===== src/mix_and_centered_box_smoother_unit_macros.svh =====
// ---------------------------------------------------------------------------
// mix_and_centered_box_smoother_unit_macros
// assertion helpers shared by the smoother rtl, clocked on clk_i / rst_ni
// ---------------------------------------------------------------------------
`ifndef MIX_AND_CENTERED_BOX_SMOOTHER_UNIT_MACROS_SVH
`define MIX_AND_CENTERED_BOX_SMOOTHER_UNIT_MACROS_SVH

// same-cycle implication
`define MCBS_ASSERT_IMP(lbl, ante, cons, msg) \
  lbl: assert property (@(posedge clk_i) disable iff (!rst_ni) (ante) |-> (cons)) \
    else $error(msg);

// next-cycle implication
`define MCBS_ASSERT_NXT(lbl, ante, cons, msg) \
  lbl: assert property (@(posedge clk_i) disable iff (!rst_ni) (ante) |=> (cons)) \
    else $error(msg);

`endif


===== src/mcbs_pkg.sv =====
// ---------------------------------------------------------------------------
// mcbs_pkg
// shared types and constants of the mixer and centred box smoother
// ---------------------------------------------------------------------------
package mcbs_pkg;

  localparam int HalfWindow = 8;
  localparam int Taps       = 2 * HalfWindow + 1;
  localparam int TapW       = $clog2(Taps + 1);
  localparam int MW         = $clog2(HalfWindow + 1);
  localparam int SampleW    = 16;
  localparam int TotalW     = 21;
  localparam int MagW       = TotalW - 1;
  localparam int WordW      = 32;
  localparam int FmtW       = 2;

  localparam logic [FmtW-1:0] FmtFloat = 2'd0;
  localparam logic [FmtW-1:0] FmtPcm16 = 2'd1;

  localparam logic RegLoopbackFmt = 1'b0;
  localparam logic RegMicFmt      = 1'b1;

  typedef enum logic [1:0] {
    CK_ZERO,
    CK_PCM,
    CK_SAT,
    CK_NORM
  } cvt_kind_e;

  typedef enum logic [3:0] {
    ST_IDLE,
    ST_MUL,
    ST_CNV,
    ST_UPD,
    ST_PICK,
    ST_SUB,
    ST_DIV,
    ST_OUT,
    ST_DONE
  } seq_state_e;

  typedef struct packed {
    logic                     start;
    logic signed [TotalW-1:0] dividend;
    logic [TapW-1:0]          divisor;
  } div_req_t;

  typedef struct packed {
    logic                      busy;
    logic                      done;
    logic signed [SampleW-1:0] quotient;
  } div_rsp_t;

endpackage


===== src/mcbs_cvt.sv =====
// ---------------------------------------------------------------------------
// mcbs_cvt
// two-stage sample converter: float32 times 32767 or pcm16 to int16
// ---------------------------------------------------------------------------
module mcbs_cvt (
  input  logic                             clk_i,
  input  logic [mcbs_pkg::WordW-1:0]       word_i,
  input  logic [mcbs_pkg::FmtW-1:0]        fmt_i,
  input  logic                             present_i,
  output logic signed [mcbs_pkg::SampleW-1:0] value_o
);
  import mcbs_pkg::*;

  localparam int ProdW = 39;

  cvt_kind_e              kind_d, kind_q;
  logic [ProdW-1:0]       prod_q;
  logic [7:0]             exp_q;
  logic                   sign_q;
  logic [SampleW-1:0]     pcm_q;

  always_comb begin
    kind_d = CK_ZERO;
    if (present_i) begin
      case (fmt_i)
        FmtFloat: begin
          if (word_i[30:23] == 8'd0) begin
            kind_d = CK_ZERO;
          end else if (word_i[30:23] == 8'hff) begin
            kind_d = (word_i[22:0] != 23'd0) ? CK_ZERO : CK_SAT;
          end else begin
            kind_d = CK_NORM;
          end
        end
        FmtPcm16: kind_d = CK_PCM;
        default:  kind_d = CK_ZERO;
      endcase
    end
  end

  always_ff @(posedge clk_i) begin
    kind_q <= kind_d;
    prod_q <= {15'd0, 1'b1, word_i[22:0]} * ProdW'(32767);
    exp_q  <= word_i[30:23];
    sign_q <= word_i[31];
    pcm_q  <= word_i[SampleW-1:0];
  end

  // round the 38/39 bit product to 24 bits, nearest even
  logic                big;
  logic [23:0]         keep;
  logic                guard, sticky;
  logic [24:0]         rnd;
  logic signed [9:0]   sh;
  logic [4:0]          nsh;
  logic [24:0]         mag;

  always_comb begin
    big    = prod_q[38];
    keep   = big ? prod_q[38:15] : prod_q[37:14];
    guard  = big ? prod_q[14] : prod_q[13];
    sticky = big ? (|prod_q[13:0]) : (|prod_q[12:0]);
    rnd    = {1'b0, keep} + 25'(guard && (sticky || keep[0]));
    sh     = $signed({2'b00, exp_q}) + (big ? 10'sd15 : 10'sd14) - 10'sd150;
    nsh    = 5'(-sh);
    mag    = '0;
    if (sh < 0 && sh >= -10'sd24) mag = rnd >> nsh;
  end

  always_comb begin
    case (kind_q)
      CK_PCM:  value_o = $signed(pcm_q);
      CK_SAT:  value_o = sign_q ? -16'sd32768 : 16'sd32767;
      CK_NORM: begin
        if (sh >= 0) begin
          value_o = sign_q ? -16'sd32768 : 16'sd32767;
        end else if (sign_q) begin
          value_o = (mag >= 25'd32768) ? -16'sd32768 : -$signed(mag[SampleW-1:0]);
        end else begin
          value_o = (mag >= 25'd32767) ? 16'sd32767 : $signed(mag[SampleW-1:0]);
        end
      end
      default: value_o = '0;
    endcase
  end

endmodule


===== src/mcbs_div.sv =====
// ---------------------------------------------------------------------------
// mcbs_div
// restoring serial divider, one quotient bit a cycle, truncates toward zero
// ---------------------------------------------------------------------------
`include "mix_and_centered_box_smoother_unit_macros.svh"

module mcbs_div (
  input  logic                clk_i,
  input  logic                rst_ni,
  input  mcbs_pkg::div_req_t  req_i,
  output mcbs_pkg::div_rsp_t  rsp_o
);
  import mcbs_pkg::*;

  localparam int CntW = $clog2(MagW + 1);

  logic              busy_q, busy_d;
  logic              done_q, done_d;
  logic [CntW-1:0]   cnt_q, cnt_d;
  logic [MagW-1:0]   quo_q, quo_d;
  logic [TapW-1:0]   rem_q, rem_d;
  logic [TapW-1:0]   dvs_q, dvs_d;
  logic              neg_q, neg_d;
  logic [TapW:0]     trial;
  logic [TotalW-1:0] absval;

  always_comb begin
    busy_d = busy_q;
    done_d = 1'b0;
    cnt_d  = cnt_q;
    quo_d  = quo_q;
    rem_d  = rem_q;
    dvs_d  = dvs_q;
    neg_d  = neg_q;
    trial  = {rem_q, quo_q[MagW-1]};
    absval = req_i.dividend[TotalW-1] ? TotalW'(-req_i.dividend) : TotalW'(req_i.dividend);
    if (req_i.start) begin
      busy_d = 1'b1;
      cnt_d  = '0;
      quo_d  = absval[MagW-1:0];
      rem_d  = '0;
      dvs_d  = req_i.divisor;
      neg_d  = req_i.dividend[TotalW-1];
    end else if (busy_q) begin
      if (trial >= {1'b0, dvs_q}) begin
        rem_d = TapW'(trial - {1'b0, dvs_q});
        quo_d = {quo_q[MagW-2:0], 1'b1};
      end else begin
        rem_d = trial[TapW-1:0];
        quo_d = {quo_q[MagW-2:0], 1'b0};
      end
      cnt_d = cnt_q + 1'b1;
      if (cnt_q == CntW'(MagW - 1)) begin
        busy_d = 1'b0;
        done_d = 1'b1;
      end
    end
  end

  always_ff @(posedge clk_i or negedge rst_ni) begin
    if (!rst_ni) begin
      busy_q <= 1'b0;
      done_q <= 1'b0;
      cnt_q  <= '0;
    end else begin
      busy_q <= busy_d;
      done_q <= done_d;
      cnt_q  <= cnt_d;
    end
  end

  always_ff @(posedge clk_i) begin
    quo_q <= quo_d;
    rem_q <= rem_d;
    dvs_q <= dvs_d;
    neg_q <= neg_d;
  end

  assign rsp_o.busy     = busy_q;
  assign rsp_o.done     = done_q;
  assign rsp_o.quotient = neg_q ? -$signed(quo_q[SampleW-1:0]) : $signed(quo_q[SampleW-1:0]);

  `MCBS_ASSERT_IMP(a_start_idle, req_i.start, !busy_q, "divider started while busy")
  `MCBS_ASSERT_NXT(a_done_after_busy, done_d, !busy_q, "divider busy after done")
  `MCBS_ASSERT_IMP(a_div_nonzero, req_i.start, req_i.divisor != '0, "divide by zero")

endmodule


===== src/mcbs_seq.sv =====
// ---------------------------------------------------------------------------
// mcbs_seq
// sample history memory, running total and the per-item emit sequencer
// ---------------------------------------------------------------------------
`include "mix_and_centered_box_smoother_unit_macros.svh"

module mcbs_seq (
  input  logic                            clk_i,
  input  logic                            rst_ni,
  input  logic [mcbs_pkg::FmtW-1:0]       lb_fmt_i,
  input  logic [mcbs_pkg::FmtW-1:0]       mic_fmt_i,
  input  logic                            in_valid_i,
  output logic                            in_ready_o,
  input  logic [mcbs_pkg::WordW-1:0]      lb_word_i,
  input  logic                            lb_present_i,
  input  logic [mcbs_pkg::WordW-1:0]      mic_word_i,
  input  logic                            mic_present_i,
  input  logic                            eos_i,
  output logic                            out_valid_o,
  input  logic                            out_ready_i,
  output logic [mcbs_pkg::SampleW-1:0]    out_sample_o,
  output logic                            out_final_o
);
  import mcbs_pkg::*;

  seq_state_e state_q, state_d;

  logic [WordW-1:0]          lw_q, mw_q;
  logic                      lp_q, mp_q, eos_q;
  logic signed [SampleW-1:0] lb_val, mic_val, mixed_d, mixed_q;
  logic signed [SampleW:0]   mix_sum;
  logic [TapW-1:0]           wptr_q, wptr_d, seen_q, seen_d, lcur_q, lcur_d;
  logic signed [TotalW-1:0]  total_q, total_d, sum_q, sum_d;
  logic [MW-1:0]             m_q, m_d;
  logic                      ov_q, ov_d, olast_q, olast_d;
  logic [SampleW-1:0]        odata_q, odata_d;

  logic [SampleW-1:0]        mem [Taps];
  logic [SampleW-1:0]        rdata_q;
  logic                      mem_we;
  logic [TapW-1:0]           mem_waddr, mem_raddr, next_slot, target, seen_m1;
  logic                      emit_ok, last_m;
  div_req_t                  dreq;
  div_rsp_t                  drsp;

  function automatic logic [TapW-1:0] lag_addr(logic [TapW-1:0] ptr, logic [TapW-1:0] k);
    logic [TapW:0] t;
    t = {1'b0, ptr} + (TapW + 1)'(Taps) - {1'b0, k};
    if (t >= (TapW + 1)'(Taps)) t = t - (TapW + 1)'(Taps);
    return t[TapW-1:0];
  endfunction

  mcbs_cvt u_cvt_lb (
    .clk_i, .word_i(lw_q), .fmt_i(lb_fmt_i), .present_i(lp_q), .value_o(lb_val)
  );

  mcbs_cvt u_cvt_mic (
    .clk_i, .word_i(mw_q), .fmt_i(mic_fmt_i), .present_i(mp_q), .value_o(mic_val)
  );

  mcbs_div u_div (.clk_i, .rst_ni, .req_i(dreq), .rsp_o(drsp));

  always_comb begin
    mix_sum   = {lb_val[SampleW-1], lb_val} + {mic_val[SampleW-1], mic_val};
    if (mix_sum > 17'sd32767)       mixed_d = 16'sd32767;
    else if (mix_sum < -17'sd32768) mixed_d = -16'sd32768;
    else                            mixed_d = mix_sum[SampleW-1:0];
    next_slot = (wptr_q == TapW'(Taps - 1)) ? '0 : wptr_q + 1'b1;
    seen_m1   = seen_q - 1'b1;
    target    = ((TapW'(m_q) + TapW'(HalfWindow)) < seen_m1) ?
                (TapW'(m_q) + TapW'(HalfWindow)) : seen_m1;
    emit_ok   = (TapW'(m_q) < seen_q) && ((m_q == MW'(HalfWindow)) || eos_q);
    last_m    = (m_q == '0) || !eos_q;
  end

  // next state
  always_comb begin
    state_d = state_q;
    case (state_q)
      ST_IDLE: if (in_valid_i) state_d = ST_MUL;
      ST_MUL:  state_d = ST_CNV;
      ST_CNV:  state_d = ST_UPD;
      ST_UPD:  state_d = ST_PICK;
      ST_PICK: begin
        if (emit_ok) state_d = (lcur_q > target) ? ST_SUB : ST_DIV;
        else if (last_m) state_d = ST_DONE;
      end
      ST_SUB:  state_d = ST_PICK;
      ST_DIV:  if (drsp.done) state_d = ST_OUT;
      ST_OUT: begin
        if (!ov_q || out_ready_i) state_d = last_m ? ST_DONE : ST_PICK;
      end
      ST_DONE: state_d = ST_IDLE;
      default: state_d = ST_IDLE;
    endcase
  end

  // datapath and outputs
  always_comb begin
    in_ready_o = (state_q == ST_IDLE);
    wptr_d     = wptr_q;
    seen_d     = seen_q;
    total_d    = total_q;
    sum_d      = sum_q;
    lcur_d     = lcur_q;
    m_d        = m_q;
    ov_d       = ov_q && !out_ready_i;
    odata_d    = odata_q;
    olast_d    = olast_q;
    mem_we     = 1'b0;
    mem_waddr  = next_slot;
    mem_raddr  = next_slot;
    dreq.start    = 1'b0;
    dreq.dividend = sum_q;
    dreq.divisor  = lcur_q + 1'b1;
    case (state_q)
      ST_UPD: begin
        total_d = total_q + TotalW'(mixed_q)
                - ((seen_q == TapW'(Taps)) ? TotalW'($signed(rdata_q)) : '0);
        seen_d  = (seen_q == TapW'(Taps)) ? seen_q : seen_q + 1'b1;
        mem_we  = 1'b1;
        wptr_d  = next_slot;
        sum_d   = total_d;
        lcur_d  = seen_d - 1'b1;
        m_d     = MW'(HalfWindow);
      end
      ST_PICK: begin
        mem_raddr = lag_addr(wptr_q, lcur_q);
        if (emit_ok) begin
          dreq.start = !(lcur_q > target);
        end else if (!last_m) begin
          m_d = m_q - 1'b1;
        end
      end
      ST_SUB: begin
        sum_d  = sum_q - TotalW'($signed(rdata_q));
        lcur_d = lcur_q - 1'b1;
      end
      ST_OUT: begin
        if (!ov_q || out_ready_i) begin
          ov_d    = 1'b1;
          odata_d = drsp.quotient;
          olast_d = eos_q && (m_q == '0);
          if (!last_m) m_d = m_q - 1'b1;
        end
      end
      ST_DONE: begin
        if (eos_q) begin
          seen_d  = '0;
          total_d = '0;
        end
      end
      default: ;
    endcase
  end

  always_ff @(posedge clk_i) begin
    if (mem_we) mem[mem_waddr] <= mixed_q;
    rdata_q <= mem[mem_raddr];
  end

  always_ff @(posedge clk_i) begin
    if (state_q == ST_IDLE && in_valid_i) begin
      lw_q  <= lb_word_i;
      mw_q  <= mic_word_i;
      lp_q  <= lb_present_i;
      mp_q  <= mic_present_i;
      eos_q <= eos_i;
    end
    if (state_q == ST_CNV) mixed_q <= mixed_d;
    sum_q   <= sum_d;
    lcur_q  <= lcur_d;
    m_q     <= m_d;
    odata_q <= odata_d;
    olast_q <= olast_d;
  end

  always_ff @(posedge clk_i or negedge rst_ni) begin
    if (!rst_ni) begin
      state_q <= ST_IDLE;
      wptr_q  <= '0;
      seen_q  <= '0;
      total_q <= '0;
      ov_q    <= 1'b0;
    end else begin
      state_q <= state_d;
      wptr_q  <= wptr_d;
      seen_q  <= seen_d;
      total_q <= total_d;
      ov_q    <= ov_d;
    end
  end

  assign out_valid_o  = ov_q;
  assign out_sample_o = odata_q;
  assign out_final_o  = olast_q;

  `MCBS_ASSERT_IMP(a_seen_bound, 1'b1, seen_q <= TapW'(Taps), "sample count past window")
  `MCBS_ASSERT_NXT(a_eos_clears, (state_q == ST_DONE) && eos_q, seen_q == '0,
                   "history not cleared after end of stream")
  `MCBS_ASSERT_IMP(a_ptr_range, 1'b1, wptr_q < TapW'(Taps), "write pointer out of range")

endmodule


===== src/mix_and_centered_box_smoother_unit.sv =====
// ---------------------------------------------------------------------------
// mix_and_centered_box_smoother_unit
// two-source sample mixer followed by a centred 17-tap box average
// ---------------------------------------------------------------------------
// input stream: tdata carries the loopback and microphone words, tuser their
// present flags, tlast marks the final sample of a recording. each input
// transfer produces the smoothed sample lagging 8 samples behind it (once 9
// samples are in), and a tlast transfer flushes up to 9 results, the last
// one with tlast set on the output stream.
// each item passes in turn through the accept state, two states that convert
// and mix, a read-modify-write of the history memory, a pick state, the
// serial divide by the neighbour count, an output state and a closing state;
// no new input is taken until the item is done. each further flushed result
// repeats the pick, divide and output states, with a subtract step for each
// sample leaving the window and one more pick for each lag skipped in a
// short stream. formats must be written over the apb port while the unit
// is idle; the unit itself does not enforce this.
// reset clears formats, the sample count and the running total; the history
// memory needs no clearing since only written entries are read.
// a stalled output holds its result in the output register; the unit keeps
// working up to the next result and then waits for the register to empty.
// ---------------------------------------------------------------------------
module mix_and_centered_box_smoother_unit (
  input  logic        clk_i,
  input  logic        rst_ni,
  // apb configuration
  input  logic        psel,
  input  logic        penable,
  input  logic        pwrite,
  input  logic [2:0]  paddr,
  input  logic [31:0] pwdata,
  output logic [31:0] prdata,
  output logic        pready,
  // input stream
  input  logic        s_axis_tvalid,
  output logic        s_axis_tready,
  input  logic [63:0] s_axis_tdata,  // loopback_word, mic_word
  input  logic [1:0]  s_axis_tuser,  // loopback_present, mic_present
  input  logic        s_axis_tlast,
  // output stream
  output logic        m_axis_tvalid,
  input  logic        m_axis_tready,
  output logic [15:0] m_axis_tdata,  // smoothed_sample
  output logic        m_axis_tlast
);
  import mcbs_pkg::*;

  logic [FmtW-1:0] lb_fmt_q, lb_fmt_d, mic_fmt_q, mic_fmt_d;
  logic            cfg_wr;

  assign pready = 1'b1;
  assign cfg_wr = psel && penable && pwrite;

  always_comb begin
    lb_fmt_d  = lb_fmt_q;
    mic_fmt_d = mic_fmt_q;
    if (cfg_wr) begin
      case (paddr[2])
        RegLoopbackFmt: lb_fmt_d  = pwdata[FmtW-1:0];
        RegMicFmt:      mic_fmt_d = pwdata[FmtW-1:0];
        default: ;
      endcase
    end
  end

  always_ff @(posedge clk_i or negedge rst_ni) begin
    if (!rst_ni) begin
      lb_fmt_q  <= '0;
      mic_fmt_q <= '0;
    end else begin
      lb_fmt_q  <= lb_fmt_d;
      mic_fmt_q <= mic_fmt_d;
    end
  end

  always_comb begin
    case (paddr[2])
      RegLoopbackFmt: prdata = {30'd0, lb_fmt_q};
      RegMicFmt:      prdata = {30'd0, mic_fmt_q};
      default:        prdata = '0;
    endcase
  end

  mcbs_seq u_seq (
    .clk_i,
    .rst_ni,
    .lb_fmt_i      (lb_fmt_q),
    .mic_fmt_i     (mic_fmt_q),
    .in_valid_i    (s_axis_tvalid),
    .in_ready_o    (s_axis_tready),
    .lb_word_i     (s_axis_tdata[31:0]),
    .lb_present_i  (s_axis_tuser[0]),
    .mic_word_i    (s_axis_tdata[63:32]),
    .mic_present_i (s_axis_tuser[1]),
    .eos_i         (s_axis_tlast),
    .out_valid_o   (m_axis_tvalid),
    .out_ready_i   (m_axis_tready),
    .out_sample_o  (m_axis_tdata),
    .out_final_o   (m_axis_tlast)
  );

endmodule


===== config.mk =====
export PLATFORM = sky130hd
export DESIGN_NAME = mix_and_centered_box_smoother_unit
export DESIGN_NICKNAME = d
export VERILOG_FILES = /design/src/mcbs_pkg.sv /design/src/mcbs_cvt.sv /design/src/mcbs_div.sv /design/src/mcbs_seq.sv /design/src/mix_and_centered_box_smoother_unit.sv
export VERILOG_INCLUDE_DIRS = /design/src /design/src/src
export SDC_FILE = /design/constraint.sdc
export NUM_CORES = 2
export LEC_CHECK = 0
export BUFFER_PORTS_ARGS = -buffer_cell sky130_fd_sc_hd__buf_2
export CORE_ASPECT_RATIO = 1.1
export CORE_MARGIN = 3
export CORE_UTILIZATION = 30
export CTS_BUF_LIST = sky130_fd_sc_hd__clkbuf_4 sky130_fd_sc_hd__clkbuf_8 sky130_fd_sc_hd__clkbuf_16
export DETAILED_ROUTE_END_ITERATION = 10
export PLACE_DENSITY_LB_ADDON = 0.15
export SKIP_LAST_GASP = 1
export SLEW_MARGIN = 25
export SYNTH_ARGS = -nofsm -noshare
export SYNTH_HDL_FRONTEND = slang
export SYNTH_HIERARCHICAL = 1
export SYNTH_SLANG_ARGS = --single-unit

===== constraint.sdc =====
create_clock -name clk_i -period 10.8 [get_ports clk_i]
set_input_delay 1.08 -clock clk_i [delete_from_list [all_inputs] [get_ports clk_i]]
set_output_delay 1.08 -clock clk_i [all_outputs]
set_load 0.005 [all_outputs]

==> out/qor.yml <==
route:
  ant_nets: 0
  drt_wl_total_mm: 139
  dr.pass1.iters: 5
  vias_per_cell: 5.00
  via_count: 35595
  drc: 0
  drt_iter0_drc: 2155
  wl_per_cell_um: 19.6
floorplan:
  ioPinCount: 161
  row_count: 155
  die_y_um: 433
  dieArea_um2: 170000
  fp.coreArea_um2: 163000
  die_x_um: 394
  start_util_pct: 30.4
synthesis:
  syn_area_um2: 49700
  synth.avg_cell_area_um2: 10.4
  syn_inst: 4779
  ys_warn_count: 6
timing:
  hold_viol: 0
  max_slew_margin_pct: 24.2
  period_needed_ns: 9.26
  fin_worst_skew_ns: 0.0961
  rsz0062_at_grt: "no"
  fmax_mhz: 108
  period_share_pct: 85.8
  slew_violations: 0
  tns_ns: 0
  holdWs_ns: 0.395
  setup_viol: 0
  worstMarginPinSlew_ns: 1.14
job:
  cap_violations: 0
layout:
  syn_to_final_growth_pct: 11.3
  layoutNonFillerInstCount: 7115
  diodes: 0
  drive_gt1_share_pct: 9.88
  final_nets: 5638
cts:
  cts_resized: 0
  numCtsBuffers: 77
  clock_sinks: 626
  clk_latency_ns: 0.72
  root_buffer: "clkbuf_16"
  cts_hold_buf: 0
  path_clk_slew_ns: 0.06
  htree_num_levels: 3
  post_cts_buffers: 0
  cts_tree: "built"
  cts_buffer_depth: 3
global_route:
  grt_pass1_vias: 36165
  track_usage_pct: 16.2
  grt_pass1_wl_mm: 217
  antenna_found_initial: 1
  grt_remaining_overflow: 0
  grt_max_degree: 124
worst_setup_path:
  crit_arrival_ns: 9.61
  critPathLaunchType: "flip-flop"
  worstSetupEndpointType: "flip-flop"
  cp.required_ns: 11.15
  crit_fanout: 61
  critPathKind: "reg -> reg"
place:
  port-buffer-count: 97
  gp_congestion: 0.874
  hpwlAfterDp_mm: 108
  placed_cells: 6971
outcome:
  run_status: "complete, no violations"
worst_hold_path:
  worst_hold_path_type: "reg -> reg"
==> worst paths after layout <==
check / start / end / slack [ns] / cells past startpoint
worst max-delay path: u_seq/u_cvt_mic/prod_q[38]$_DFF_P_ / u_seq/mixed_q[12]$_SDFFCE_PN1P_ / 1.54 / 26
max in group asynchronous: rst_ni / u_seq/total_q[3]$_DFFE_PN0P_ / 9.69 / 2
worst min register to register: u_seq/mw_q[26]$_DFFE_PP_ / u_seq/u_cvt_mic/exp_q[3]$_DFF_P_ / 0.40 / 0
worst min-delay path: u_seq/mw_q[26]$_DFFE_PP_ / u_seq/u_cvt_mic/exp_q[3]$_DFF_P_ / 0.40 / 0
worst max register to register: u_seq/u_cvt_mic/prod_q[38]$_DFF_P_ / u_seq/mixed_q[12]$_SDFFCE_PN1P_ / 1.54 / 26
min in group asynchronous: rst_ni / u_seq/total_q[8]$_DFFE_PN0P_ / 0.57 / 2
==> registers in the layout, indices dropped and copies added (netlist names), 8 cells and up <==
name / count
u_seq/u_cvt_mic/exp_q: 8
u_seq/u_div/quo_q: 20
u_seq/total_q: 21
u_seq/sum_q: 21
u_seq/u_cvt_lb/exp_q: 8
u_seq/u_cvt_mic/pcm_q: 16
u_seq/u_cvt_lb/prod_q: 38
u_seq/mixed_q: 16
u_seq/u_cvt_lb/pcm_q: 16
u_seq/rdata_q: 16
u_seq/lw_q: 32
u_seq/u_cvt_mic/prod_q: 38
u_seq/mem: 272
u_seq/out_sample_o: 16
u_seq/mw_q: 32
==> critical path: stages (launching register included) <==
cell and delay [ns]:
dfxtp_2 0.33, buf_4 0.60, nand2_1 0.14, a21boi_0 0.23, ha_1 0.29, and4_1 0.26
nand4b_1 0.38, or4_1 0.84, xnor2_1 0.24, o2bb2ai_1 0.38, nor2_1 0.19, o221a_1 0.31
nor4_4 0.56, nand3_1 0.49, a31oi_1 0.39, nand3_1 0.15, a32o_1 0.30, ha_1 0.30
a211o_1 0.26, o211ai_1 0.14, a21oi_1 0.17, o41ai_2 0.36, o21ai_0 0.23, o311ai_2 0.39
mux2_2 0.41, nor2_2 0.36, o21ai_0 0.17
==> layer usage <==
| layer | track usage, % | part of all wire, % |
|---|---|---|
| met4 | 4.52 | 2.6 |
| met5 | 0 | 0 |
| met2 | 28.1 | 49 |
| met1 | 21.2 | 45 |
| met3 | 2.17 | 3.4 |
==> cell type report <==
| class | instances | area, µm² |
|---|---|---|
| Timing Repair Buffer | 155 | 933 |
| Sequential cell | 626 | 17100 |
| Fill cell | 16705 | 108000 |
| Clock buffer | 104 | 2180 |
| Inverter | 641 | 2410 |
| Multi-Input combinational cell | 3351 | 29400 |
| Clock inverter | 40 | 509 |
| Tap cell | 2198 | 2750 |
==> metrics by stage <==
stage,util (%),instance area (µm²),setup slack [ns]
after detailed placement,32.2,52600,1.73
after global placement,32.2,52600,1.71
final,33.9,55300,1.54
after global routing,33.9,55300,0.840
after CTS,33.9,55300,1.61
after floorplan,-,49800,2.78
==> layout by cell type, fill, tap and decap left out, types with 47 or more instances in the layout <==
cell type  count
nand2b_1      55
mux2_2        63
mux2i_1      214
nand2_1      278
xor2_1        81
o21ai_0      162
buf_4         57
inv_1        636
xnor2_1      133
dfrtp_1       47
clkbuf_16     77
nand4_1       67
nor3_1        90
edfxtp_1     428
fa_1         368
and2_1        48
ha_1         309
nor2_1       224
dfxtp_1      149
a21oi_1      185
nand3_1      119
buf_2         97
a21o_1        69
o211ai_1      56
Power is left out: the tool's default activity adds up to more than one toggle a clock period on the data nets, which glitch-free logic cannot reach.
